$ cat src/hdl/b64e_pkg.sv
`timescale 1ns / 1ps
// ----------------------------------------------------------------------------
// b64e_pkg
// Shared types, constants and the alphabet lookup for the base64 encoder.
// ----------------------------------------------------------------------------
package b64e_pkg;

  localparam int unsigned QueueDepth = 2;
  localparam int unsigned QueuePtrW  = $clog2(QueueDepth);
  localparam int unsigned QueueCntW  = $clog2(QueueDepth + 1);

  localparam logic [7:0] CH_PLUS    = 8'h2b; // '+'
  localparam logic [7:0] CH_SLASH   = 8'h2f; // '/'
  localparam logic [7:0] CH_EQUALS  = 8'h3d; // '='
  localparam logic [7:0] CH_PERCENT = 8'h25; // '%'
  localparam logic [7:0] CH_TWO     = 8'h32; // '2'
  localparam logic [7:0] CH_THREE   = 8'h33; // '3'
  localparam logic [7:0] CH_UPPER_B = 8'h42; // 'B'
  localparam logic [7:0] CH_UPPER_D = 8'h44; // 'D'
  localparam logic [7:0] CH_UPPER_F = 8'h46; // 'F'

  // APB register word index
  localparam logic REG_URL_ESCAPE = 1'b0;

  // One group of up to three bytes, already split into sextets.
  typedef struct packed {
    logic [3:0][5:0] idx;   // sextet k in idx[k]
    logic [1:0]      used;  // bytes in the group, 1..3
    logic            fin;   // group closes the stream
  } grp_t;

  // Position inside a three-character percent escape.
  typedef enum logic [1:0] {
    ESC_PCT = 2'd0,
    ESC_HI  = 2'd1,
    ESC_LO  = 2'd2
  } esc_phase_e;

  function automatic logic [7:0] b64_char(input logic [5:0] v);
    logic [7:0] c;
    c = {2'b00, v};
    if (v < 6'd26)      b64_char = 8'h41 + c;          // 'A'..
    else if (v < 6'd52) b64_char = 8'h61 + c - 8'd26;  // 'a'..
    else if (v < 6'd62) b64_char = 8'h30 + c - 8'd52;  // '0'..
    else if (v == 6'd62) b64_char = CH_PLUS;
    else                 b64_char = CH_SLASH;
  endfunction

endpackage

$ cat src/hdl/b64e_front.sv
`timescale 1ns / 1ps
// ----------------------------------------------------------------------------
// b64e_front
// Gathers input bytes into groups of three and emits one sextet group per
// complete or final-flushed group.
// ----------------------------------------------------------------------------
module b64e_front (
  input  logic          clk_i,
  input  logic          rst_ni,
  input  logic          in_valid_i,
  input  logic [7:0]    in_data_i,
  input  logic          in_last_i,
  input  logic          q_full_i,
  output logic          in_ready_o,
  output logic          push_o,
  output b64e_pkg::grp_t grp_o
);
  import b64e_pkg::*;

  logic [7:0] held0_q, held1_q;
  logic [1:0] cnt_q, cnt_d;
  logic       accept;
  logic [7:0] g0, g1, g2;

  assign in_ready_o = !q_full_i;
  assign accept     = in_valid_i && !q_full_i;

  // Group closes on the third byte or on the final byte.
  assign push_o = accept && (in_last_i || cnt_q >= 2'd2);

  always_comb begin
    g0 = held0_q;
    g1 = held1_q;
    g2 = in_data_i;
    grp_o.used = 2'd3;
    if (cnt_q == 2'd0) begin
      g0 = in_data_i;
      g1 = 8'h00;
      g2 = 8'h00;
      grp_o.used = 2'd1;
    end else if (cnt_q == 2'd1) begin
      g1 = in_data_i;
      g2 = 8'h00;
      grp_o.used = 2'd2;
    end
    grp_o.idx[0] = g0[7:2];
    grp_o.idx[1] = {g0[1:0], g1[7:4]};
    grp_o.idx[2] = {g1[3:0], g2[7:6]};
    grp_o.idx[3] = g2[5:0];
    grp_o.fin    = in_last_i;
  end

  always_comb begin
    cnt_d = cnt_q;
    if (accept) begin
      if (push_o) cnt_d = 2'd0;
      else        cnt_d = cnt_q + 2'd1;
    end
  end

  always_ff @(posedge clk_i or negedge rst_ni) begin
    if (!rst_ni) begin
      cnt_q <= 2'd0;
    end else begin
      cnt_q <= cnt_d;
    end
  end

  always_ff @(posedge clk_i) begin
    if (accept && !push_o && cnt_q == 2'd0) held0_q <= in_data_i;
    if (accept && !push_o && cnt_q == 2'd1) held1_q <= in_data_i;
  end

endmodule

$ cat src/hdl/b64e_fifo.sv
`timescale 1ns / 1ps
// ----------------------------------------------------------------------------
// b64e_fifo
// Short group queue between the byte front end and the character back end.
// ----------------------------------------------------------------------------
module b64e_fifo (
  input  logic           clk_i,
  input  logic           rst_ni,
  input  logic           push_i,
  input  b64e_pkg::grp_t push_data_i,
  input  logic           pop_i,
  output logic           full_o,
  output logic           empty_o,
  output b64e_pkg::grp_t head_o
);
  import b64e_pkg::*;

  grp_t                 mem_q [QueueDepth];
  logic [QueuePtrW-1:0] wr_q, rd_q;
  logic [QueueCntW-1:0] cnt_q;

  assign full_o  = (cnt_q == QueueCntW'(QueueDepth));
  assign empty_o = (cnt_q == '0);
  assign head_o  = mem_q[rd_q];

  always_ff @(posedge clk_i or negedge rst_ni) begin
    if (!rst_ni) begin
      wr_q  <= '0;
      rd_q  <= '0;
      cnt_q <= '0;
    end else begin
      if (push_i) wr_q <= (wr_q == QueuePtrW'(QueueDepth - 1)) ? '0 : wr_q + 1'b1;
      if (pop_i)  rd_q <= (rd_q == QueuePtrW'(QueueDepth - 1)) ? '0 : rd_q + 1'b1;
      if (push_i && !pop_i)      cnt_q <= cnt_q + 1'b1;
      else if (pop_i && !push_i) cnt_q <= cnt_q - 1'b1;
    end
  end

  always_ff @(posedge clk_i) begin
    if (push_i) mem_q[wr_q] <= push_data_i;
  end

endmodule

$ cat src/hdl/b64e_back.sv
`timescale 1ns / 1ps
// ----------------------------------------------------------------------------
// b64e_back
// Walks the queued group one character per cycle while the output is not
// stalled, expands escapes and drives the output register.
// ----------------------------------------------------------------------------
module b64e_back (
  input  logic           clk_i,
  input  logic           rst_ni,
  input  logic           url_escape_i,
  input  logic           grp_valid_i,
  input  b64e_pkg::grp_t grp_i,
  output logic           pop_o,
  output logic           out_valid_o,
  input  logic           out_ready_i,
  output logic [7:0]     out_char_o,
  output logic           out_last_o,
  output logic           out_end_o
);
  import b64e_pkg::*;

  esc_phase_e phase_q, phase_d;
  logic [1:0] slot_q, slot_d;
  logic       vld_q;
  logic [7:0] char_q;
  logic       last_q, end_q;

  logic       load;
  logic [7:0] base_c, emit_c;
  logic       special, slot_done, grp_done;

  assign load = grp_valid_i && (!vld_q || out_ready_i);

  always_comb begin
    base_c    = (slot_q <= grp_i.used) ? b64_char(grp_i.idx[slot_q]) : CH_EQUALS;
    special   = url_escape_i &&
                (base_c == CH_PLUS || base_c == CH_SLASH || base_c == CH_EQUALS);
    emit_c    = base_c;
    slot_done = 1'b1;
    phase_d   = phase_q;
    slot_d    = slot_q;
    if (special) begin
      case (phase_q)
        ESC_PCT: begin
          emit_c    = CH_PERCENT;
          slot_done = 1'b0;
        end
        ESC_HI: begin
          emit_c    = (base_c == CH_EQUALS) ? CH_THREE : CH_TWO;
          slot_done = 1'b0;
        end
        ESC_LO: begin
          emit_c = (base_c == CH_PLUS)  ? CH_UPPER_B :
                   (base_c == CH_SLASH) ? CH_UPPER_F : CH_UPPER_D;
        end
        default: begin
          emit_c = base_c;
        end
      endcase
    end
    grp_done = slot_done && (slot_q == 2'd3);
    if (load) begin
      if (slot_done) begin
        phase_d = ESC_PCT;
        slot_d  = slot_q + 2'd1;
      end else if (phase_q == ESC_PCT) begin
        phase_d = ESC_HI;
      end else begin
        phase_d = ESC_LO;
      end
    end
  end

  assign pop_o = load && grp_done;

  always_ff @(posedge clk_i or negedge rst_ni) begin
    if (!rst_ni) begin
      phase_q <= ESC_PCT;
      slot_q  <= 2'd0;
      vld_q   <= 1'b0;
    end else begin
      phase_q <= phase_d;
      slot_q  <= slot_d;
      if (load)             vld_q <= 1'b1;
      else if (out_ready_i) vld_q <= 1'b0;
    end
  end

  always_ff @(posedge clk_i) begin
    if (load) begin
      char_q <= emit_c;
      last_q <= grp_done;
      end_q  <= grp_done && grp_i.fin;
    end
  end

  assign out_valid_o = vld_q;
  assign out_char_o  = char_q;
  assign out_last_o  = last_q;
  assign out_end_o   = end_q;

endmodule

$ cat src/hdl/base64_encoder_url_escape.sv
`timescale 1ns / 1ps
// A byte that closes a group is written into the group queue, then its first
//   character into the output register; the rest follow one per cycle while
//   m_axis_tready is high. Throughput: one byte per cycle while the group queue
//   has room; the output register emits one character per cycle when not stalled,
//   so three bytes give 4 characters plain and up to 12 with all of them escaped.
// Reset: rst_ni asynchronous, active low; clears pending count, queue, output.
// ----------------------------------------------------------------------------
// base64_encoder_url_escape
// Streaming base64 encoder with optional percent escaping of '+', '/', '='.
// ----------------------------------------------------------------------------
module base64_encoder_url_escape (
  input  logic        clk_i,
  input  logic        rst_ni,
  // input byte stream
  input  logic        s_axis_tvalid,
  output logic        s_axis_tready,
  input  logic [7:0]  s_axis_tdata,   // [7:0] data_byte
  input  logic        s_axis_tlast,   // final_byte
  // encoded character stream
  output logic        m_axis_tvalid,
  input  logic        m_axis_tready,
  output logic [7:0]  m_axis_tdata,   // [7:0] out_char
  output logic        m_axis_tlast,   // run_last
  output logic        m_axis_tuser,   // [0] stream_end
  // configuration
  input  logic        psel,
  input  logic        penable,
  input  logic        pwrite,
  input  logic [2:0]  paddr,
  input  logic [31:0] pwdata,
  output logic [31:0] prdata,
  output logic        pready
);
  import b64e_pkg::*;

  logic url_escape_q;
  logic q_full, q_empty, push, pop;
  grp_t grp_in, grp_head;

  // Config register. Word address decoded from paddr[2]; byte lanes ignored.
  assign pready = 1'b1;
  always_ff @(posedge clk_i or negedge rst_ni) begin
    if (!rst_ni) begin
      url_escape_q <= 1'b0;
    end else if (psel && penable && pwrite && paddr[2] == REG_URL_ESCAPE) begin
      url_escape_q <= pwdata[0];
    end
  end
  assign prdata = (paddr[2] == REG_URL_ESCAPE) ? {31'd0, url_escape_q} : 32'd0;

  // Front: byte gathering into groups of three.
  b64e_front u_front (
    .clk_i      (clk_i),
    .rst_ni     (rst_ni),
    .in_valid_i (s_axis_tvalid),
    .in_data_i  (s_axis_tdata),
    .in_last_i  (s_axis_tlast),
    .q_full_i   (q_full),
    .in_ready_o (s_axis_tready),
    .push_o     (push),
    .grp_o      (grp_in)
  );

  // Group queue decouples byte intake from character output.
  b64e_fifo u_fifo (
    .clk_i       (clk_i),
    .rst_ni      (rst_ni),
    .push_i      (push),
    .push_data_i (grp_in),
    .pop_i       (pop),
    .full_o      (q_full),
    .empty_o     (q_empty),
    .head_o      (grp_head)
  );

  // Back: one character per beat, escape expansion, output register.
  b64e_back u_back (
    .clk_i        (clk_i),
    .rst_ni       (rst_ni),
    .url_escape_i (url_escape_q),
    .grp_valid_i  (!q_empty),
    .grp_i        (grp_head),
    .pop_o        (pop),
    .out_valid_o  (m_axis_tvalid),
    .out_ready_i  (m_axis_tready),
    .out_char_o   (m_axis_tdata),
    .out_last_o   (m_axis_tlast),
    .out_end_o    (m_axis_tuser)
  );

endmodule

$ cat config.mk
export PLATFORM = sky130hd
export DESIGN_NAME = base64_encoder_url_escape
export DESIGN_NICKNAME = d
export VERILOG_FILES = /design/src/hdl/b64e_pkg.sv /design/src/hdl/b64e_front.sv /design/src/hdl/b64e_fifo.sv /design/src/hdl/b64e_back.sv /design/src/hdl/base64_encoder_url_escape.sv
export SDC_FILE = /design/constraint.sdc
export NUM_CORES = 1
export LEC_CHECK = 0
export BUFFER_PORTS_ARGS = -buffer_cell sky130_fd_sc_hd__buf_2
export CAP_MARGIN = 30
export CORE_MARGIN = 5
export CORE_UTILIZATION = 45
export CTS_CLUSTER_DIAMETER = 30
export CTS_CLUSTER_SIZE = 25
export DETAILED_ROUTE_END_ITERATION = 8
export PLACE_DENSITY = 0.67
export RECOVER_POWER = 25
export SETUP_SLACK_MARGIN = 0.02
export SYNTH_ARGS = -nofsm -noshare
export SYNTH_HDL_FRONTEND = slang
export SYNTH_SLANG_ARGS = --single-unit
$ cat constraint.sdc
create_clock -name clk_i -period 4.75 [get_ports clk_i]
set_input_delay 0.475 -clock clk_i [delete_from_list [all_inputs] [get_ports clk_i]]
set_output_delay 0.475 -clock clk_i [all_outputs]
set_load 0.1 [all_outputs]
; Yosys cells after proc, flatten, opt, wreduce, memory -nomap -nowiden
; Memory sizes are Yosys's and may differ from the RTL's.
; Cells that the tools add are included.
[classes]
addsub = 11
n_lt_le_gt_ge = 6
eq_ne = 9
n_mux = 33
bitwise = 1
n_reduce_logical = 31
[ops]
columns = op, n
row1 = $mux W8, 11
row2 = $eq A8 B6 Y1 const B, 3
row3 = $pmux W8 S3, 1
row4 = $add A7 B6 Y8 const A, 2
row5 = $logic_and A1 B1 Y1, 15
row6 = $mux W2, 7
row7 = $bmux W6 S2, 1
row8 = $lt A6 B6 Y1 const B, 2
row9 = $mux W1, 11
row10 = $sub A8 B5 Y8 const B, 1
row11 = $sub A8 B6 Y8 const B, 1
row12 = $add A6 B6 Y7 const A, 1
row13 = $add A2 B1 Y2 const B, 3
row14 = $eq A2 B2 Y1 const B, 3
row15 = $eq A6 B6 Y1 const B, 1
row16 = $logic_not A2 Y1, 3
row17 = $lt A6 B5 Y1 const B, 1
row18 = $mux W6, 1
row19 = $logic_not A1 Y1, 5
row20 = $eq A2 B1 Y1 const B, 2
row21 = $logic_or A1 B1 Y1, 4
row22 = $reduce_bool A2 Y1, 2
row23 = $lt A2 B3 Y1 const B, 1
row24 = $mux W3, 1
row25 = other kinds (7), 8
[word_totals]
register_bits = 38
ram_bits = 54
in_bits = 51
output_inout_bits = 45
word_cells = 105
n_memories = 1
[mem_list]
columns = name, depth, word_bits, read_ports, rd_clocked_by_memory_dff, write_ports, line_no
row1 = u_fifo.mem_q, 2, 27, 1, 0, 1, b64e_fifo.sv:18  ; grp_t mem_q [QueueDepth];

; Depth between registers and ports, before layout
; Gate-level depths: netlist (run 1).
; An unclocked memory read counts as a cell.
[depth]
depth_word = 19
ltp_mapped = 19
ltp_nobuf = 17

; Hierarchy
; Synthesis (run 1) repeated with hierarchy kept, for this count alone.
[unflattened]
hier_cells = 385
area_unflattened_um2 = 5137.4
[by_module_without_submodules]
columns = module, instances, cells_each, area_each_um2, seq_area_each_um2
row1 = b64e_fifo, 1, 100, 2234.6, 1721.7
row2 = b64e_back, 1, 172, 1644.1, 425.4
row3 = b64e_front, 1, 74, 953.4, 530.5
row4 = base64_encoder_url_escape, 1, 39, 305.3, 25.0

; Least setup slack after synthesis (run 1)
; Ideal clock, no wire load.
[synth_path]
path_kind = register -> register
start = reg u_fifo.rd_q
end = reg u_fifo.cnt_q[1]
setup_ns = 0.125
arrival_ns = 3.858
slack_ns = 0.767
path_stages_with_launch = 16
n_path_buf = 1
path_cell_list = dfrtp_1 > buf_6 > mux4_2 > mux2i_4 > inv_1 > ha_1 > a22o_1 > o21ai_2 > nor3_1 > a311o_1 > or4_4 > o211ai_2 > ha_1 > xor2_1 > nor2_1 > xor2_1
[synth_via]
elab_chain_cells = 19
word_cells_on_any_way = 32
[synth_lines]
columns = element, line_no
row1 = "start, declared", b64e_fifo.sv:19  ; logic [QueuePtrW-1:0] wr_q, rd_q;
row2 = "start signal, assigned", b64e_fifo.sv:33  ; if (pop_i) rd_q <= (rd_q == QueuePtrW'(QueueDepth - 1)) ? '0 : rd_q + 1'b1;
row3 = $mem_v2 Z2 W27 (*), n/a
row4 = $bmux W6 S2, b64e_back.sv:35  ; base_c = (slot_q <= grp_i.used) ? b64_char(grp_i.idx[slot_q]) : CH_EQUALS;
row5 = $mux W6 (not written as such), b64e_back.sv:35
row6 = $add A6 B6 Y7 / $eq A6 B6 Y1 (equally long branches), "b64e_pkg.sv:44, b64e_pkg.sv:45"
row7 = $sub A8 B6 Y8 / $mux W3 (equally long branches), "b64e_pkg.sv:44, b64e_pkg.sv:45"
row8 = $mux W8, b64e_pkg.sv:44  ; else if (v < 6'd62) b64_char = 8'h30 + c - 8'd52;
row9 = $mux W8, b64e_pkg.sv:43  ; else if (v < 6'd52) b64_char = 8'h61 + c - 8'd26;
row10 = $mux W8, b64e_pkg.sv:42  ; if (v < 6'd26) b64_char = 8'h41 + c;
row11 = [... 3 more ...], n/a
row12 = $logic_or A1 B1 Y1 (*), b64e_back.sv:37  ; (base_c == CH_PLUS || base_c == CH_SLASH || base_c == CH_EQUALS);
row13 = $logic_and A1 B1 Y1 (*), b64e_back.sv:36  ; special = url_escape_i &&
row14 = $mux W1 (*), b64e_back.sv:42  ; if (special) begin
row15 = $logic_and A1 B1 Y1 (*), b64e_back.sv:61  ; grp_done = slot_done && (slot_q == 2'd3);
row16 = $logic_and A1 B1 Y1 (*), b64e_back.sv:74  ; assign pop_o = load && grp_done;
row17 = $logic_not A1 Y1, b64e_fifo.sv:34  ; if (push_i && !pop_i) cnt_q <= cnt_q + 1'b1;
row18 = $logic_and A1 B1 Y1, b64e_fifo.sv:34
row19 = $mux W2 / $reduce_bool A2 Y1 (equally long branches), n/a
row20 = "end signal, assigned", b64e_fifo.sv:34
row21 = "end signal, assigned", b64e_fifo.sv:35  ; else if (pop_i && !push_i) cnt_q <= cnt_q - 1'b1;
row22 = "end, declared", b64e_fifo.sv:20  ; logic [QueueCntW-1:0] cnt_q;
; Every way passes the cells marked *; elsewhere a longest branch is shown, timed or not. The select of a mux whose other input is x is not followed.
; A chain may end at the register's enable or synchronous reset.

; Worst setup path after layout (run 1)
; Same ends and word-level chain as after synthesis.

==> summary.md, run 1 <==
| Metric | Value |
|---|---|
| WP depth | `13` |
| Chip height | `115.1 um` |
| Boundary Pins | `96` |
| Post-Syn Area per Cell | `13.36 um^2` |
| CP Cell Sequence | `mux4_2 > mux2i_2 > inv_2 > ha_1 > a22o_1 > nor2_2 > a311oi_1 > or3_1 > or4_4 > o211ai_2 > ha_1 > nor2_1 > xor2_1` |
| Proportion of synthesized area in mux cells | `0.1186` |
| Async SR Flop Fraction | `0.1304` |
| Area of the mapped netlist | `0.004971 mm^2` |
| Vias in the first global route | `2889` |
| Slew Limit Fails | `0` |
| Top cell type's share of synthesized area | `0.4833` |
| Crit start category | `flop` |
| Port bufs | `30` |
| TritonCTS clock tree | `built` |
| Detailed-route wire length | `8.516 mm` |
| Setup Viol. Count Final | `0` |
| # diodes | `0` |
| Initial antenna violation count | `0` |
| Reg2reg path depth | `13` |
| Clock tree sinks | `92` |
| Root buffer selected by CTS | `clkbuf_8` |
| Post-DP HPWL | `6.303 mm` |
| Synth Area in Simple Gates | `0.1107` |
| Max Freq | `0.2304 GHz` |
| Worst-Margin Slew | `1.175 ns` |
| Max stage delay on crit path | `0.57 ns` |
| Pin count of the biggest net entering global routing | `28` |
| RSZ-0062 raised after global routing | `no` |
| Yosys warnings | `0` |
| Die area | `0.01325 mm^2` |
| Setup ws final | `0.4097 ns` |
| Antenna viol nets, final | `0` |
| Post-layout net count | `483` |
| Global placement routability congestion | `0.8408` |
| Most used cell, CP | `ha_1` |
| Maximum fanout along the worst path | `8` |
| Share of cells above drive strength 1 | `0.2010` |
| Layout area overhead | `7.979%` |
| Drt pass-1 iters | `4` |
| Critical Path Sink Type | `flop` |
| Initial Utilization | `0.4586` |
| H-tree levels | `3` |
| CP max-delay cell | `mux4_2` |
| Synth Area in Compound Gates | `0.08709` |
| Final hold slack | `0.3631 ns` |
| EDFF count, synth | `80` |
| Hold Vio Cnt, Final | `0` |
| Total track usage | `0.1340` |
| Top Family by Delay on Critical Path | `simple AND/OR/NAND/NOR gates` |
| Core Area | `0.01084 mm^2` |
| Worst slack at placement | `0.2615 ns` |
| Most frequent cells in the layout | `edfxtp_1 (80), conb_1 (32), nor2_1 (21), clkbuf_1 (20), ha_1 (19)` |
| Worst path required time | `5.03 ns` |
| Main synth FF type | `edfxtp_1` |
| CP Class | `flop to flop` |
| Largest area contributor in the netlist | `edfxtp_1` |
| Register bit total from synthesis | `92` |
| Starting DRT DRC Count | `135` |
| Worst EP arrival | `4.62 ns` |
| Die W | `115.1 um` |
| WHS Path Cells | `2` |
| Clk_lat worst skew | `0.35 ns` |
| CTS Buffer Depth | `2` |
| Top cells by area, synth | `edfxtp_1 (48%), dfrtp_1 (6.0%), buf_4 (4.8%)` |
| Global-route wire length before repair | `14.00 mm` |
| Avg WL per Cell | `15.26 um` |
| Bufs and invs on worst path | `1` |
| Main combinational cell family by area after synthesis | `multiplexers` |
| Total negative slack | `0 ns` |
| Vias per cell | `5.161` |
| Skew final | `0.01601 ns` |
| CTS Buf Count | `9` |
| GRT Residual Overflow | `0` |
| Tmin final | `4.340 ns` |
| Post-synth cell types | `68` |
| Status | `complete, no violations` |
| Cell Rows | `38` |
| Gate Count Post-Synth | `372` |
| Vias post-DR | `2880` |
| Max Cap Viol | `0` |
| Worst hold path class | `primary input to flop` |
| DRC Markers | `0` |
| Period Utilization, post-route | `0.9137` |
| Max transition margin | `0.2201` |
| Synth Area in Adders | `0.04782` |
| Seq/Total Area, Yosys | `0.5437` |
| Clock transition at the registers of the reported paths | `0.10 ns` |
| Commonest non-fill, non-tap cell in the layout | `edfxtp_1` |
| Post-Synth XOR/XNOR Area | `0.01913` |
cells by family (layout without fill, tap and decap cells):
group | count (synthesis) | in the layout
buffers and inverters | 55 | 71
XOR/XNOR | 10 | 10
other | 2 | 32
AO/OA/AOI/OAI | 53 | 53
AND/OR/NAND/NOR | 98 | 98
adder cells (fa/ha/maj) | 19 | 19
multiplexers | 43 | 43
flip-flops | 92 | 92
through the flow:
stage / utilization / std cells / instance area (um^2)
finish: 0.4952 / 558 / 5368
global route: 0.4952 / 558 / 5368
CTS: 0.4972 / 558 / 5390
detailed placement: 0.4786 / 541 / 5189
global placement: 0.4786 / 541 / 5189
floorplan: - / 402 / 5084
Yosys cell counts, drive strengths merged, types with 2 or more instances:
library cell and instances:
a211oi 5, nand4 5, a21oi 7, mux2i 21, nand2b 6, a31oi 2, inv 14, edfxtp 80
mux4 8, and2 15, xor2 4, o21ai 12, or4 3, clkbuf 3, ha 19, o21bai 2
nor2b 7, or3 3, nor2 23, nand3 2, conb 2, buf 38, xnor2 6, o311a 2
o21a 2, nand2 17, a22o 2, nand4b 2, mux2 14, o211ai 3, nor3 7, and3 2
a221oi 2, a22oi 5, dfrtp 12
path summary, 6_finish.rpt:
check,from,slack [ns],to
hold / removal,pwdata[0],0.36,url_escape_q
hold reg to reg,u_back.out_valid_o,0.50,u_back.out_valid_o
min in group asynchronous,rst_ni,0.67,url_escape_q
setup / recovery,u_fifo.rd_q,0.41,u_fifo.cnt_q[1]
setup reg to reg,u_fifo.rd_q,0.41,u_fifo.cnt_q[1]
max in group asynchronous,rst_ni,3.61,u_back.slot_q[1]
state kept, by name (all words and copies together), names as in the netlist:
signal / count
u_fifo.mem_q: 54
u_back.out_char_o: 8
u_front.held0_q: 8
u_front.held1_q: 8
u_back.phase_q: 2
u_back.slot_q: 2
u_fifo.cnt_q: 2
u_front.cnt_q: 2
u_back.out_end_o: 1
u_back.out_last_o: 1
u_back.out_valid_o: 1
u_fifo.rd_q: 1
u_fifo.wr_q: 1
url_escape_q: 1
metal layers:
metal	routed length [um]	GRT usage
met5	0	0
met4	104	0.04304
met3	358	0.02632
met2	4320	0.2284
met1	3732	0.1725
final cells by class:
class                      instances  area (um^2)
timing repair buffer              41        210.2
clock buffer                       9        123.9
clock inverter                     7        67.56
inverter                          14        55.05
sequential                        92         2705
multi-input combinational        255         2031
tap                              140        175.2
fill                             942         5473
what timing repair did:
item	in CTS	in global routing
resized for setup	0	2
hold buffers	1	0
endpoints found under the setup margin	0	2
endpoints found under the hold margin	12	0
buffers inserted	0	0
Power of run 1 is left out: the tool's default activity adds up to more than one toggle a clock period on the data nets, which glitch-free logic cannot reach.
==> run 2: changes to the inputs <==
==> constraint.sdc (replaced) <==
create_clock -name clk_i -period 4.75 [get_ports clk_i]
set_input_delay 0.95 -clock clk_i [delete_from_list [all_inputs] [get_ports clk_i]]
set_output_delay 0.95 -clock clk_i [all_outputs]
set_load 0.1 [all_outputs]
==> summary.md, run 2 (synthesis gave the netlist of run 1 again) <==
| Metric | Value |
|---|---|
| Port bufs | `30 (unchanged)` |
| Critical Path Sink Type | `flop` |
| Most used cell, CP | `ha_1` |
| Cell Rows | `38 (unchanged)` |
| Starting DRT DRC Count | `106 (-21%)` |
| CP max-delay cell | `or4_4` |
| TritonCTS clock tree | `built` |
| Die area | `0.01325 mm^2 (unchanged)` |
| Layout filler cell count | `954 (+1.3%)` |
| Detailed-route wire length | `8.553 mm (+0.43%)` |
| CP Cell Sequence | `buf_12 > mux4_2 > mux2i_2 > inv_2 > ha_1 > a22o_1 > nor2_2 > a311oi_1 > or3_1 > or4_4 > o211ai_2 > ha_1 > nor2_1 > xor2_1` |
| Die W | `115.1 um (unchanged)` |
| Crit start category | `flop` |
| Maximum fanout along the worst path | `8 (unchanged)` |
| Worst path required time | `5.03 ns (about the same)` |
| GRT Residual Overflow | `0 (unchanged)` |
| Commonest non-fill, non-tap cell in the layout | `edfxtp_1` |
| Drt pass-1 iters | `4 (unchanged)` |
| Chip height | `115.1 um (unchanged)` |
| Vias per cell | `5.152 (-0.18%)` |
| Global-route wire length before repair | `13.87 mm (-0.94%)` |
| CTS Buffer Depth | `2 (unchanged)` |
| Slew Limit Fails | `0 (unchanged)` |
| CP Class | `flop to flop` |
| Met2 Track Usage GR | `0.2346 (+0.006173)` |
| Pin count of the biggest net entering global routing | `28 (unchanged)` |
| M1 GR Usage | `0.1672 (-0.005293)` |
| Most frequent cells in the layout | `edfxtp_1 (80), conb_1 (32), nor2_1 (21), buf_2 (20), ha_1 (19)` |
| Share of cells above drive strength 1 | `0.2196 (+0.01861)` |
| Failing checks | `max-capacitance violations` |
| # diodes | `0 (unchanged)` |
| Boundary Pins | `96 (unchanged)` |
| Max Freq | `0.2303 GHz (about the same)` |
| Layout area overhead | `8.054% (about the same)` |
| Max stage delay on crit path | `0.54 ns (-0.03 ns)` |
| Antenna viol nets, final | `0 (unchanged)` |
| Clock transition at the registers of the reported paths | `0.09 ns (about the same)` |
| Clock tree sinks | `92 (unchanged)` |
| Avg WL per Cell | `15.30 um (+0.25%)` |
| CTS Buf Count | `9 (unchanged)` |
| Max FFs per register | `54 (unchanged)` |
| Hold-fix buffers at CTS | `0 (-1)` |
| GR peak layer | `met2` |
| Tmin final | `4.342 ns (+0.001821 ns)` |
| Worst-Margin Slew | `1.494 ns (+0.3193 ns)` |
| Post-layout net count | `484 (+0.21%)` |
| Post-DP HPWL | `6.325 mm (+0.34%)` |
| Clk_lat worst skew | `0.36 ns (about the same)` |
| Total negative slack | `0 ns (unchanged)` |
| Vias in the first global route | `2826 (-2.2%)` |
| Total track usage | `0.1334 (-0.0006244)` |
| Status | `finished with violations` |
| Initial Utilization | `0.4586 (unchanged)` |
| Global placement routability congestion | `0.8407 (about the same)` |
| Hold Vio Cnt, Final | `0 (unchanged)` |
| Worst EP arrival | `4.62 ns (about the same)` |
| Core Area | `0.01084 mm^2 (unchanged)` |
| M3 GR Usage | `0.03000 (+0.003684)` |
| Root buffer selected by CTS | `clkbuf_8` |
| Reg with most FFs | `u_fifo.mem_q` |
| Vias post-DR | `2880 (unchanged)` |
| Setup Viol. Count Final | `0 (unchanged)` |
| H-tree levels | `3 (unchanged)` |
| Initial antenna violation count | `0 (unchanged)` |
| Period Utilization, post-route | `0.9141 (about the same)` |
| Worst hold path class | `flop to flop` |
| Skew final | `0.01249 ns (-0.003513 ns)` |
| DRC Markers | `0 (unchanged)` |
| Max transition margin | `0.003867 (-0.2162)` |
| RSZ-0062 raised after global routing | `no` |
| Max Cap Viol | `1 (+1)` |
[run 2: cell count changes in the layout (fill, tap and decap cells not counted), sizes merged]
cell         delta
buf            +11
clkbuf          -8
clkinv          +1
clkinvlp        -2
dlygate4sd3     -1
[run 2: timing repair]
action	CTS	global route
buffers inserted	0	2
resized for setup	0	2
setup endpoints to repair	0	3
[run 2: worst paths after layout]
| kind | from | to | slack [ns] | cells past startpoint |
|---|---|---|---|---|
| setup / recovery | u_fifo.rd_q | u_fifo.cnt_q[1] | 0.41 | 14 |
| hold / removal | u_fifo.wr_q | u_fifo.wr_q | 0.49 | 1 |
| setup reg to reg | u_fifo.rd_q | u_fifo.cnt_q[1] | 0.41 | 14 |
| hold reg to reg | u_fifo.wr_q | u_fifo.wr_q | 0.49 | 1 |
| max in group asynchronous | rst_ni | u_back.slot_q[1] | 3.72 | 1 |
| min in group asynchronous | rst_ni | u_back.phase_q[1] | 0.57 | 1 |
[run 2: layer usage]
layer | vias to the layer above | share of wire
li1 | 1410 | -
met1 | 1381 | 0.44
met2 | 69 | 0.50
met3 | 20 | 0.043
met4 | 0 | 0.014
met5 | - | 0
[run 2: cell type report]
cell class,instances,area [um^2],area share
Sequential cell,92,2705,0.5036
Multi-Input combinational cell,255,2026,0.3771
Timing Repair Buffer,42,236.5,0.04403
Tap cell,140,175.2,0.03261
Clock buffer,10,127.6,0.02376
Inverter,14,55.05,0.01025
Clock inverter,6,46.29,0.008619
[run 2: worst max-delay path: cells and delay by family (launching register included)]
family | cells | cell delay (ns)
adder cells (fa/ha/maj) | 2 | 0.54
flip-flops | 1 | 0.40
AND/OR/NAND/NOR | 4 | 1.32
buffers and inverters | 2 | 0.24
AO/OA/AOI/OAI | 3 | 0.80
multiplexers | 2 | 0.81
XOR/XNOR | 1 | 0.16
[run 2: stage by stage]
| step | setup WS, ns | cells | cell area (um^2) | util | hold slack [ns] |
|---|---|---|---|---|---|
| 2_1_floorplan | 0.7665 | 402 | 5084 | - | 0.4563 |
| 6_report | 0.4079 | 559 | 5371 | 0.4955 | 0.4942 |
| 4_1_cts | 0.2089 | 557 | 5363 | 0.4947 | 0.4543 |
| 3_5_place_dp | 0.2267 | 541 | 5189 | 0.4786 | 0.4849 |
| 3_3_place_gp | 0.3209 | 541 | 5189 | 0.4786 | 0.4724 |
| 5_1_grt | 0.1280 | 559 | 5371 | 0.4955 | 0.5361 |
Power of run 2 is left out for the same reason.
